### src/hw/rtl/mtep_pkg.sv
// ---------------------------------------------------------------------------
// mtep_pkg: shared types and constants
// Byte classes, queue entry and result word of the track event parser.
// ---------------------------------------------------------------------------
package mtep_pkg;

  localparam int unsigned MAX_VLQ_BYTES = 4;
  localparam int unsigned VLQ_CNT_W     = 3;
  localparam int unsigned TICK_W        = 28;
  localparam int unsigned TEMPO_W       = 24;
  localparam int unsigned QUEUE_DEPTH   = 4;
  localparam int unsigned QUEUE_PTR_W   = $clog2(QUEUE_DEPTH);
  localparam int unsigned QUEUE_CNT_W   = $clog2(QUEUE_DEPTH + 1);

  localparam logic [7:0] ST_SYSEX     = 8'hF0;
  localparam logic [7:0] ST_SYSEX_ESC = 8'hF7;
  localparam logic [7:0] ST_META      = 8'hFF;
  localparam logic [7:0] META_EOT     = 8'h2F;
  localparam logic [7:0] META_TEMPO   = 8'h51;

  localparam logic [1:0] KIND_SHORT   = 2'd0;
  localparam logic [1:0] KIND_HEADER  = 2'd1;
  localparam logic [1:0] KIND_PAYLOAD = 2'd2;
  localparam logic [1:0] KIND_EOT     = 2'd3;

  // classified byte as it travels through the queue
  typedef struct packed {
    logic       track_start;
    logic [7:0] data;
    logic       is_status;   // bit 7 set
    logic       is_channel;  // 80..EF
    logic       is_sysex;    // F0 or F7
    logic       is_meta;     // FF
    logic       is_eot;      // meta type end of track
    logic       is_tempo;    // meta type set tempo
  } item_t;

  typedef struct packed {
    logic [1:0]         kind;
    logic [TICK_W-1:0]  delta_ticks;
    logic [7:0]         status;
    logic [7:0]         data1;
    logic [7:0]         data2;
    logic [TICK_W-1:0]  payload_length;
    logic               last_payload;
    logic               tempo_valid;
    logic [TEMPO_W-1:0] tempo_us;
  } result_t;

  function automatic logic is_two_data(input logic [7:0] st);
    logic [3:0] hi;
    hi = st[7:4];
    return (hi == 4'h8) || (hi == 4'h9) || (hi == 4'hA) || (hi == 4'hB) || (hi == 4'hE);
  endfunction

endpackage

### src/hw/rtl/mtep_front.sv
// ---------------------------------------------------------------------------
// mtep_front: input side
// Accepts raw bytes while the queue has room and tags each with its class.
// ---------------------------------------------------------------------------
module mtep_front (
  input  logic           in_valid,
  output logic           in_stall,
  input  logic           track_start,
  input  logic [7:0]     byte_in,
  input  logic           queue_full,
  output logic           push,
  output mtep_pkg::item_t push_item
);

  assign in_stall = queue_full;
  assign push     = in_valid && !queue_full;

  always_comb begin
    push_item.track_start = track_start;
    push_item.data        = byte_in;
    push_item.is_status   = byte_in[7];
    push_item.is_channel  = byte_in[7] && (byte_in[7:4] != 4'hF);
    push_item.is_sysex    = (byte_in == mtep_pkg::ST_SYSEX) ||
                            (byte_in == mtep_pkg::ST_SYSEX_ESC);
    push_item.is_meta     = (byte_in == mtep_pkg::ST_META);
    push_item.is_eot      = (byte_in == mtep_pkg::META_EOT);
    push_item.is_tempo    = (byte_in == mtep_pkg::META_TEMPO);
  end

endmodule

### src/hw/rtl/mtep_queue.sv
// ---------------------------------------------------------------------------
// mtep_queue: classified byte queue
// Small FIFO that decouples the input side from the event machine.
// ---------------------------------------------------------------------------
module mtep_queue (
  input  logic            clk,
  input  logic            rst,
  input  logic            push,
  input  mtep_pkg::item_t push_item,
  input  logic            pop,
  output logic            full,
  output logic            not_empty,
  output mtep_pkg::item_t head
);

  mtep_pkg::item_t entries [mtep_pkg::QUEUE_DEPTH];
  logic [mtep_pkg::QUEUE_PTR_W-1:0] wr_ptr;
  logic [mtep_pkg::QUEUE_PTR_W-1:0] rd_ptr;
  logic [mtep_pkg::QUEUE_CNT_W-1:0] count;

  assign full      = (count == mtep_pkg::QUEUE_CNT_W'(mtep_pkg::QUEUE_DEPTH));
  assign not_empty = (count != '0);
  assign head      = entries[rd_ptr];

  always_ff @(posedge clk) begin
    if (push) begin
      entries[wr_ptr] <= push_item;
    end
  end

  always_ff @(posedge clk) begin
    if (rst) begin
      wr_ptr <= '0;
      rd_ptr <= '0;
      count  <= '0;
    end else begin
      if (push) begin
        wr_ptr <= wr_ptr + 1'b1;
      end
      if (pop) begin
        rd_ptr <= rd_ptr + 1'b1;
      end
      if (push && !pop) begin
        count <= count + 1'b1;
      end else if (pop && !push) begin
        count <= count - 1'b1;
      end
    end
  end

endmodule

### src/hw/rtl/mtep_back.sv
// ---------------------------------------------------------------------------
// mtep_back: event machine
// Walks delta time, status, data, meta type, length and payload phases one
// byte per cycle unless stalled; the result sits in an output register.
// ---------------------------------------------------------------------------
module mtep_back (
  input  logic            clk,
  input  logic            rst,
  input  logic            item_valid,
  input  mtep_pkg::item_t item,
  output logic            pop,
  output logic            out_valid,
  input  logic            out_stall,
  output mtep_pkg::result_t result
);

  localparam logic [2:0] PH_DELTA     = 3'd0;
  localparam logic [2:0] PH_STATUS    = 3'd1;
  localparam logic [2:0] PH_DATA1     = 3'd2;
  localparam logic [2:0] PH_DATA2     = 3'd3;
  localparam logic [2:0] PH_META_TYPE = 3'd4;
  localparam logic [2:0] PH_LENGTH    = 3'd5;
  localparam logic [2:0] PH_PAYLOAD   = 3'd6;
  localparam logic [2:0] PH_STOPPED   = 3'd7;

  localparam int unsigned TW = mtep_pkg::TICK_W;
  localparam int unsigned EW = mtep_pkg::TEMPO_W;
  localparam int unsigned CW = mtep_pkg::VLQ_CNT_W;

  logic [2:0]    phase,          phase_next;
  logic [7:0]    running_status, running_status_next;
  logic [7:0]    current_status, current_status_next;
  logic [TW-1:0] vlq_acc,        vlq_acc_next;
  logic [CW-1:0] vlq_cnt,        vlq_cnt_next;
  logic [TW-1:0] held_delta,     held_delta_next;
  logic [7:0]    held_data1,     held_data1_next;
  logic          held_eot,       held_eot_next;
  logic          held_tempo,     held_tempo_next;
  logic [TW-1:0] payload_rem,    payload_rem_next;
  logic [1:0]    payload_idx,    payload_idx_next;
  logic [EW-1:0] tempo_acc,      tempo_acc_next;

  // state as seen after an optional track start clear
  logic [2:0]    e_phase;
  logic [7:0]    e_running, e_current, e_hd1;
  logic [TW-1:0] e_acc, e_hdelta, e_rem;
  logic [CW-1:0] e_cnt;
  logic [1:0]    e_idx;
  logic [EW-1:0] e_tacc;
  logic          e_eot, e_tempo;

  logic [7:0]    b;
  logic [TW-1:0] vlq_val;
  logic [CW-1:0] vlq_cnt_inc;
  logic          vlq_done;
  logic          is_meta_cur;
  logic [TW-1:0] rem_dec;
  logic [1:0]    idx_inc;
  logic [EW-1:0] tacc_shift;

  logic              res_valid;
  mtep_pkg::result_t res;

  assign pop = item_valid && (!out_valid || !out_stall);
  assign b   = item.data;

  always_comb begin
    e_phase   = item.track_start ? PH_DELTA : phase;
    e_running = item.track_start ? '0 : running_status;
    e_current = item.track_start ? '0 : current_status;
    e_acc     = item.track_start ? '0 : vlq_acc;
    e_cnt     = item.track_start ? '0 : vlq_cnt;
    e_hdelta  = item.track_start ? '0 : held_delta;
    e_hd1     = item.track_start ? '0 : held_data1;
    e_eot     = item.track_start ? 1'b0 : held_eot;
    e_tempo   = item.track_start ? 1'b0 : held_tempo;
    e_rem     = item.track_start ? '0 : payload_rem;
    e_idx     = item.track_start ? '0 : payload_idx;
    e_tacc    = item.track_start ? '0 : tempo_acc;

    // variable-length quantity step
    vlq_val     = {((e_cnt == '0) ? {(TW-7){1'b0}} : e_acc[TW-8:0]), b[6:0]};
    vlq_cnt_inc = e_cnt + 1'b1;
    vlq_done    = !b[7] || (vlq_cnt_inc >= CW'(mtep_pkg::MAX_VLQ_BYTES));

    is_meta_cur = (e_current == mtep_pkg::ST_META);
    rem_dec     = e_rem - 1'b1;
    idx_inc     = e_idx + 1'b1;
    tacc_shift  = {e_tacc[EW-9:0], b};

    phase_next          = e_phase;
    running_status_next = e_running;
    current_status_next = e_current;
    vlq_acc_next        = e_acc;
    vlq_cnt_next        = e_cnt;
    held_delta_next     = e_hdelta;
    held_data1_next     = e_hd1;
    held_eot_next       = e_eot;
    held_tempo_next     = e_tempo;
    payload_rem_next    = e_rem;
    payload_idx_next    = e_idx;
    tempo_acc_next      = e_tacc;

    res_valid          = 1'b0;
    res.kind           = mtep_pkg::KIND_SHORT;
    res.delta_ticks    = e_hdelta;
    res.status         = e_current;
    res.data1          = b;
    res.data2          = '0;
    res.payload_length = '0;
    res.last_payload   = 1'b0;
    res.tempo_valid    = 1'b0;
    res.tempo_us       = '0;

    unique case (e_phase)
      PH_DELTA: begin
        vlq_acc_next = vlq_val;
        if (vlq_done) begin
          vlq_cnt_next    = '0;
          held_delta_next = vlq_val;
          phase_next      = PH_STATUS;
        end else begin
          vlq_cnt_next = vlq_cnt_inc;
        end
      end

      PH_STATUS: begin
        if (item.is_status) begin
          current_status_next = b;
          if (item.is_channel) begin
            running_status_next = b;
          end
          if (item.is_sysex) begin
            held_data1_next = '0;
            held_eot_next   = 1'b0;
            held_tempo_next = 1'b0;
            phase_next      = PH_LENGTH;
          end else if (item.is_meta) begin
            phase_next = PH_META_TYPE;
          end else begin
            phase_next = PH_DATA1;
          end
        end else begin
          current_status_next = e_running;
          res.status          = e_running;
          if ((e_running != '0) && mtep_pkg::is_two_data(e_running)) begin
            held_data1_next = b;
            phase_next      = PH_DATA2;
          end else begin
            res_valid  = 1'b1;
            phase_next = PH_DELTA;
          end
        end
      end

      PH_DATA1: begin
        if (mtep_pkg::is_two_data(e_current)) begin
          held_data1_next = b;
          phase_next      = PH_DATA2;
        end else begin
          res_valid  = 1'b1;
          phase_next = PH_DELTA;
        end
      end

      PH_DATA2: begin
        res_valid  = 1'b1;
        res.data1  = e_hd1;
        res.data2  = b;
        phase_next = PH_DELTA;
      end

      PH_META_TYPE: begin
        held_data1_next = b;
        held_eot_next   = item.is_eot;
        held_tempo_next = item.is_tempo;
        phase_next      = PH_LENGTH;
      end

      PH_LENGTH: begin
        vlq_acc_next = vlq_val;
        if (vlq_done) begin
          vlq_cnt_next       = '0;
          payload_rem_next   = vlq_val;
          payload_idx_next   = '0;
          tempo_acc_next     = '0;
          res_valid          = 1'b1;
          res.kind           = (is_meta_cur && e_eot) ? mtep_pkg::KIND_EOT
                                                      : mtep_pkg::KIND_HEADER;
          res.data1          = e_hd1;
          res.payload_length = vlq_val;
          if (vlq_val != '0) begin
            phase_next = PH_PAYLOAD;
          end else begin
            phase_next = (is_meta_cur && e_eot) ? PH_STOPPED : PH_DELTA;
          end
        end else begin
          vlq_cnt_next = vlq_cnt_inc;
        end
      end

      PH_PAYLOAD: begin
        if (is_meta_cur && e_tempo && (e_idx != 2'd3)) begin
          tempo_acc_next   = tacc_shift;
          payload_idx_next = idx_inc;
          if (idx_inc == 2'd3) begin
            res.tempo_valid = 1'b1;
            res.tempo_us    = tacc_shift;
          end
        end
        payload_rem_next   = rem_dec;
        res_valid          = 1'b1;
        res.kind           = mtep_pkg::KIND_PAYLOAD;
        res.payload_length = e_acc;
        res.last_payload   = (rem_dec == '0);
        if (rem_dec == '0) begin
          phase_next = (is_meta_cur && e_eot) ? PH_STOPPED : PH_DELTA;
        end
      end

      PH_STOPPED: begin
      end
    endcase
  end

  always_ff @(posedge clk) begin
    if (rst) begin
      phase          <= PH_DELTA;
      running_status <= '0;
      current_status <= '0;
      vlq_acc        <= '0;
      vlq_cnt        <= '0;
      held_delta     <= '0;
      held_data1     <= '0;
      held_eot       <= 1'b0;
      held_tempo     <= 1'b0;
      payload_rem    <= '0;
      payload_idx    <= '0;
      tempo_acc      <= '0;
    end else if (pop) begin
      phase          <= phase_next;
      running_status <= running_status_next;
      current_status <= current_status_next;
      vlq_acc        <= vlq_acc_next;
      vlq_cnt        <= vlq_cnt_next;
      held_delta     <= held_delta_next;
      held_data1     <= held_data1_next;
      held_eot       <= held_eot_next;
      held_tempo     <= held_tempo_next;
      payload_rem    <= payload_rem_next;
      payload_idx    <= payload_idx_next;
      tempo_acc      <= tempo_acc_next;
    end
  end

  always_ff @(posedge clk) begin
    if (rst) begin
      out_valid <= 1'b0;
    end else if (pop) begin
      out_valid <= res_valid;
    end else if (!out_stall) begin
      out_valid <= 1'b0;
    end
  end

  always_ff @(posedge clk) begin
    if (pop && res_valid) begin
      result <= res;
    end
  end

endmodule

### src/hw/rtl/midi_track_event_parser.sv
// ---------------------------------------------------------------------------
// midi_track_event_parser: standard MIDI file track event parser
// Byte-wide track chunk decoder with a classifying front, a byte queue and
// an event machine that emits short, header, end of track and payload words.
// ---------------------------------------------------------------------------
// Path: each taken byte is written into the queue; the event machine pops it
//   and loads its result into the output register once that register is free.
// Throughput: one byte per cycle unless the queue is full; the event machine
//   retires a queued byte each cycle that its output register can be loaded.
// Reset: rst (synchronous) empties the queue, clears the output valid and
//   puts the machine back to expecting a delta time; track_start does the
//   same to the parse state in-line, ahead of its own byte.
module midi_track_event_parser (
  input  logic        clk,
  input  logic        rst,
  // byte input
  input  logic        in_valid,
  output logic        in_stall,
  input  logic        track_start,
  input  logic [7:0]  byte_in,
  // event output
  output logic        out_valid,
  input  logic        out_stall,
  output logic [1:0]  kind,
  output logic [27:0] delta_ticks,
  output logic [7:0]  status,
  output logic [7:0]  data1,
  output logic [7:0]  data2,
  output logic [27:0] payload_length,
  output logic        last_payload,
  output logic        tempo_valid,
  output logic [23:0] tempo_us
);

  logic              push;
  mtep_pkg::item_t   push_item;
  logic              queue_full;
  logic              queue_valid;
  logic              pop;
  mtep_pkg::item_t   head;
  mtep_pkg::result_t result;

  // front: tag each byte (status, channel, sysex, meta, meta type)
  mtep_front u_front (
    .in_valid    (in_valid),
    .in_stall    (in_stall),
    .track_start (track_start),
    .byte_in     (byte_in),
    .queue_full  (queue_full),
    .push        (push),
    .push_item   (push_item)
  );

  // queue: lets input keep flowing while the output side is stalled
  mtep_queue u_queue (
    .clk       (clk),
    .rst       (rst),
    .push      (push),
    .push_item (push_item),
    .pop       (pop),
    .full      (queue_full),
    .not_empty (queue_valid),
    .head      (head)
  );

  // back: phase machine plus registered result
  mtep_back u_back (
    .clk        (clk),
    .rst        (rst),
    .item_valid (queue_valid),
    .item       (head),
    .pop        (pop),
    .out_valid  (out_valid),
    .out_stall  (out_stall),
    .result     (result)
  );

  assign kind           = result.kind;
  assign delta_ticks    = result.delta_ticks;
  assign status         = result.status;
  assign data1          = result.data1;
  assign data2          = result.data2;
  assign payload_length = result.payload_length;
  assign last_payload   = result.last_payload;
  assign tempo_valid    = result.tempo_valid;
  assign tempo_us       = result.tempo_us;

endmodule

### config.mk
export PLATFORM = sky130hd
export DESIGN_NAME = midi_track_event_parser
export DESIGN_NICKNAME = d
export VERILOG_FILES = /design/src/hw/rtl/mtep_pkg.sv /design/src/hw/rtl/mtep_front.sv /design/src/hw/rtl/mtep_queue.sv /design/src/hw/rtl/mtep_back.sv /design/src/hw/rtl/midi_track_event_parser.sv
export SDC_FILE = /design/constraint.sdc
export NUM_CORES = 1
export LEC_CHECK = 0
export ABC_CLOCK_PERIOD_IN_PS = 11500
export BUFFER_PORTS_ARGS = -buffer_cell sky130_fd_sc_hd__buf_4
export CORE_MARGIN = 5
export CORE_UTILIZATION = 60
export DETAILED_ROUTE_END_ITERATION = 8
export PLACE_DENSITY = 0.9
export RECOVER_POWER = 100
export SLEW_MARGIN = 30
export SYNTH_ARGS = -nofsm -noshare
export SYNTH_HDL_FRONTEND = slang
export SYNTH_HIERARCHICAL = 1
export SYNTH_SLANG_ARGS = --single-unit
export TNS_END_PERCENT = 20
### constraint.sdc
create_clock -name clk -period 11.5 [get_ports clk]
set_clock_uncertainty 0.1 [all_clocks]
set_input_delay 2.3 -clock clk [delete_from_list [all_inputs] [get_ports clk]]
set_output_delay 2.3 -clock clk [all_outputs]
set_load 0.02 [all_outputs]
* Word-level counts from Yosys, hierarchy flattened
Memory sizes are Yosys's and may differ from the RTL's. A register that Yosys moved wholly into a read port is not among the register bits. Index checks and enable logic that the tools add are counted.
Word-level totals: word-level logic and storage cells 175, output and inout port bits 110, memories kept 1, input port bits 13, bits in registers 258, memory bits (writable) 60
Memories:
- u_queue.entries | words 4, bits a word 15, rd ports 1, clocked after Yosys merged registers in 1, wr ports 1, RTL line mtep_queue.sv:16 | mtep_pkg::item_t entries [mtep_pkg::QUEUE_DEPTH];
Cells by class: multiplexer cells 76, reduce and logical (&&, ||, !) cells 38, eq/ne operators 27, order comparisons 1, add/sub/neg operators 7
Operators by type and width (count):
- $mux 28 | 8
- $mux 8 | 15
- $pmux 28 s2 | 2
- $mux 24 | 3
- $pmux 24 s2 | 1
- $mux 3 | 14
- $eq 4x4->1 const B | 10
- $eq 8x8->1 const B | 4
- $logic_not 28->1 | 1
- $reduce_bool 28->1 | 1
- $sub 28x1->28 const B | 1
- $mux 25 | 1
- $pmux 8 s3 | 1
- $mux 21 | 1
- $pmux 3 s7 | 1
- $mux 2 | 9
- $pmux 8 s2 | 1
- $mux 1 | 14
- $eq 3x3->1 const B | 4
- $logic_or 1x1->1 | 11
- $logic_and 1x1->1 | 10
- $eq 8x6->1 const B | 1
- $eq 8x7->1 const B | 1
- $pmux 2 s2 | 2
- 20 further kinds | 32

* Depth between registers and ports, before layout
depth in word-level cells 11, gate-level depth with buffers 20, mapped depth without buffers 13

* Hierarchy
The synthesis kept the hierarchy.
Modules (own cells, without submodules):
- mtep_back | cells an instance 1140, times used 1, area an instance 11013.1 um^2, sequential area each 5945.7 um^2
- mtep_queue | cells an instance 122, times used 1, area an instance 2625.0 um^2, sequential area each 1981.9 um^2
- mtep_front | cells an instance 24, times used 1, area an instance 162.7 um^2, sequential area each 0.0 um^2

* Worst setup path after synthesis
Ideal clock, no wire load.
path kind flip-flop to flip-flop, start register (tool-made name), end register u_back/result[0] (netlist name), path buffers 5, data arrival time 8.205 ns, library setup time 0.612 ns, data required time 10.788 ns, cell stages (with the launch flop) 17, setup slack 2.583 ns, clock period less this slack 8.917 ns, path through dfxtp_1 -> buf_6 -> mux4_1 -> clkbuf_1 -> inv_1 -> clkbuf_1 -> clkbuf_1 -> clkbuf_1 -> nand2_1 -> inv_1 -> ha_1 -> xnor2_1 -> nand2_1 -> nand2_1 -> inv_1 -> nor2_1 -> a21oi_1

==> flow_summary_export.csv <==
group,metric,value,unit
synth,yosys-top-cells-area,"edfxtp_1, dfxtp_1, nor2_1",
cts,ctsLongestPathBuffers,3,
worst_setup_path,start_kind,"flip-flop",
timing,min_period,8.24,ns
cts,h-tree-depth,1,
routing,vias_per_cell,6.52,
placed_design,io_buffers,122,
worst_setup_path,path_max_fanout,78,
synth,synth.top_cell.area_share,0.366,
die,io_pins,123,
cts,cts_tree,"done",
worst_setup_path,path_class,"reg2reg",
cells_and_area,postLayoutCoreUtil,0.673,
synth,synthCells,1286,
die,start_util,0.610,
die,die_area,26100,sq um
power_and_ir_drop,pwr-share-clk,0.306,
synth,synth_area,13800,sq um
cells_and_area,areaGrowthSynthToFinish,10.5,%
synth,yosysMostFrequentCell,"edfxtp_1",
routing,routed-via-count,10776,
timing,setup_tns,0,ns
timing,slew_violations,190,
worst_setup_path,slowest_stage,"clkbuf_1",
global_routing,antenna_found_initial,0,
synth,ys_types,80,
cells_and_area,antenna_cells,0,
global_routing,grt_first_pass_wirelength,54800,um
cts,cts_sinks,312,
cells_and_area,drive_above_1_share,0.0732,
run,cap_viol_max_count,3,
cts,cts_root_buf,"clkbuf_16",
synth,postSynthAreaPerCell,10.7,sq um
global_routing,grt_max_degree,89,
routing,postRouteAntennaNets,0,
global_routing,track_usage,0.257,
cts,post_cts_buffers,0,
cts,clk_pin_slew,0.06,ns
worst_setup_path,critPathCaptureType,"flip-flop",
power_and_ir_drop,peakVddDrop,0.140,mV
cells_and_area,final_nets,1368,
worst_setup_path,slowest_delay,2.66,ns
synth,synthesis.nets,1311,
die,die_w,162,um
outcome,failed_checks,"capacitance limit, slew limit",
synth,ys_ff_latch,312,
timing,fmax,121,MHz
synth,synth_ff_type,"edfxtp_1",
cts,clk-insertion-delay-late,0.57,ns
cts,ctsResizeCount,0,
routing,totalWireLength,34800,um
power_and_ir_drop,power_density,209,nW/um^2
power_and_ir_drop,netSwitchingFraction,0.350,
routing,first_pass_iters,8,
worst_setup_path,path_cells,"mux4_2 > clkbuf_1 > inv_1 > buf_4 > nand2_1 > inv_1 > ha_1 > xnor2_1 > nand2_1 > nand2_1 > inv_1 > clkbuf_1 > o31ai_1 > o21bai_2 > a22oi_1 > nor2_1",
outcome,outcome,"complete, but fails checks",
power_and_ir_drop,p_sw,1110,uW
timing,period_share,0.716,
placed_design,dpl.hpwl,22000,um
synth,synth_commonest_cells,"edfxtp_1, nor2_1, dfxtp_1",
synth,synth_top_area_cell,"edfxtp_1",
timing,setup_viol,0,
timing,worst_pin_slew,3.79,ns
synth,seq_area_frac_synth,0.574,
timing,slew_headroom,-1.53,
global_routing,grt_pass1_vias,10156,
power_and_ir_drop,p_int,2070,uW
global_routing,globalRouteOverflowTotal,0,
cts,holdBufCountCts,0,
cts,cts_buffers,30,
synth,synth-edff-count,168,
min_path,hp-class,"reg2reg",
timing,rsz0062_at_grt,"false",
power_and_ir_drop,p_leak,0.00534,uW
die,num_rows,55,
synth,ys_warn_count,6,
routing,drc,0,
power_and_ir_drop,p_comb_frac,0.261,
timing,hold_viol_final,0,
power_and_ir_drop,seqPwrFrac,0.434,
routing,post_drt_wl_per_cell,21.1,um
routing,drt-initial-drc-count,1359,
synth,async_flop_share,0,
die,core-area,22600,sq um
worst_setup_path,crit_arrival,8.57,ns
placed_design,globalplace.congestion,0.985,
die,die_y,162,um
worst_setup_path,cp.required,11.83,ns
worst paths after layout:
check | start | endpoint | slack (ns) | cells after the start
max | flip-flop | u_back/tempo_acc[2] | 3.26 | 16
min | u_back/vlq_cnt[1] | u_back/vlq_cnt[1] | 0.36 | 2
max reg2reg | flip-flop | u_back/tempo_acc[2] | 3.26 | 16
min reg2reg | u_back/vlq_cnt[1] | u_back/vlq_cnt[1] | 0.36 | 2
cells by family (layout without fill, tap and decap cells):
| kind of cell | after synthesis | in the layout | synth area share |
|---|---|---|---|
| mux | 34 | 34 | 0.0398 |
| compound gates | 273 | 273 | 0.133 |
| xor+xnor | 18 | 18 | 0.0114 |
| fa+ha+maj | 12 | 12 | 0.0114 |
| buf+inv | 125 | 206 | 0.0410 |
| simple gates | 512 | 512 | 0.189 |
| flops | 312 | 312 | 0.574 |
critical path, delay by kind of cell (launching register included):
family                     cells  cell delay, ns
AOI/OAI and AO/OA              3            1.01
xor gates and xnor gates       1            0.14
adders and majority gates      1            0.20
buffers and inverters          6            4.51
DFF                            1            0.93
muxes                          1            0.38
and+or+nand+nor                4            0.80
state kept, by name, summed over array words and instances (netlist names), 3 cells and up, named ones only:
name and cells:
u_back/result 108, u_back/held_delta 28, u_back/vlq_acc 28, u_queue/count 3, u_back/current_status 8, u_back/vlq_cnt 3, u_queue/entries 60, u_back/payload_rem 28
u_back/phase 3, u_back/tempo_acc 16, u_back/running_status 8, u_back/held_data1 8
cells in the final DEF (no fill, tap or decap), drive strengths merged, types with 15 or more instances in the layout:
cell,instances
clkbuf,169
edfxtp,168
nor2,148
dfxtp,144
nand2,133
a21oi,72
a22oi,54
o21ai,51
and2,39
nor2b,34
nand3,33
nor3,26
a32oi,25
nor4,23
inv,18
nand4,18
mux2i,17
mux4,15
per-stage QoR:
stage / cell area [sq um] / instances / hold WS (ns) / power [uW] / setup WS, ns
after floorplan: 13800 / 1286 / 0.332 / 1980 / 2.58
after global placement: 14700 / 1595 / 0.342 / 2200 / 5.63
after detailed placement: 14700 / 1595 / 0.348 / 2230 / 5.35
after CTS: 15700 / 1651 / 0.356 / 3200 / 5.31
after global routing: 15200 / 1652 / 0.386 / 3320 / 2.75
final: 15200 / 1652 / 0.357 / 3180 / 3.26
routing by layer:
layer  wire [um]  track usage  up-vias
met2       16200        0.412      724
met4        1150       0.0819        0
li1            -            -     4819
met1       13700        0.357     5121
met3        3700       0.0518      112
met5           0            0        -
power by group through the flow:
| stage | Clock, uW | Sequential, uW | Combinational [uW] |
|---|---|---|---|
| floorplan | 0 | 1400 | 587 |
| global placement | 0 | 1390 | 810 |
| detailed placement | 0 | 1400 | 832 |
| CTS | 983 | 1380 | 839 |
| global route | 1040 | 1390 | 891 |
| finish | 972 | 1380 | 829 |
cell type report:
| type | count | area [sq um] |
|---|---|---|
| Tap cell | 285 | 357 |
| Multi-Input combinational cell | 849 | 5360 |
| Clock inverter | 14 | 140 |
| Sequential cell | 312 | 7930 |
| Clock buffer | 42 | 857 |
| Inverter | 16 | 60.1 |
| Fill cell | 1670 | 7400 |
| Timing Repair Buffer | 134 | 541 |
No activity file was read; power rests on OpenSTA's default activity.
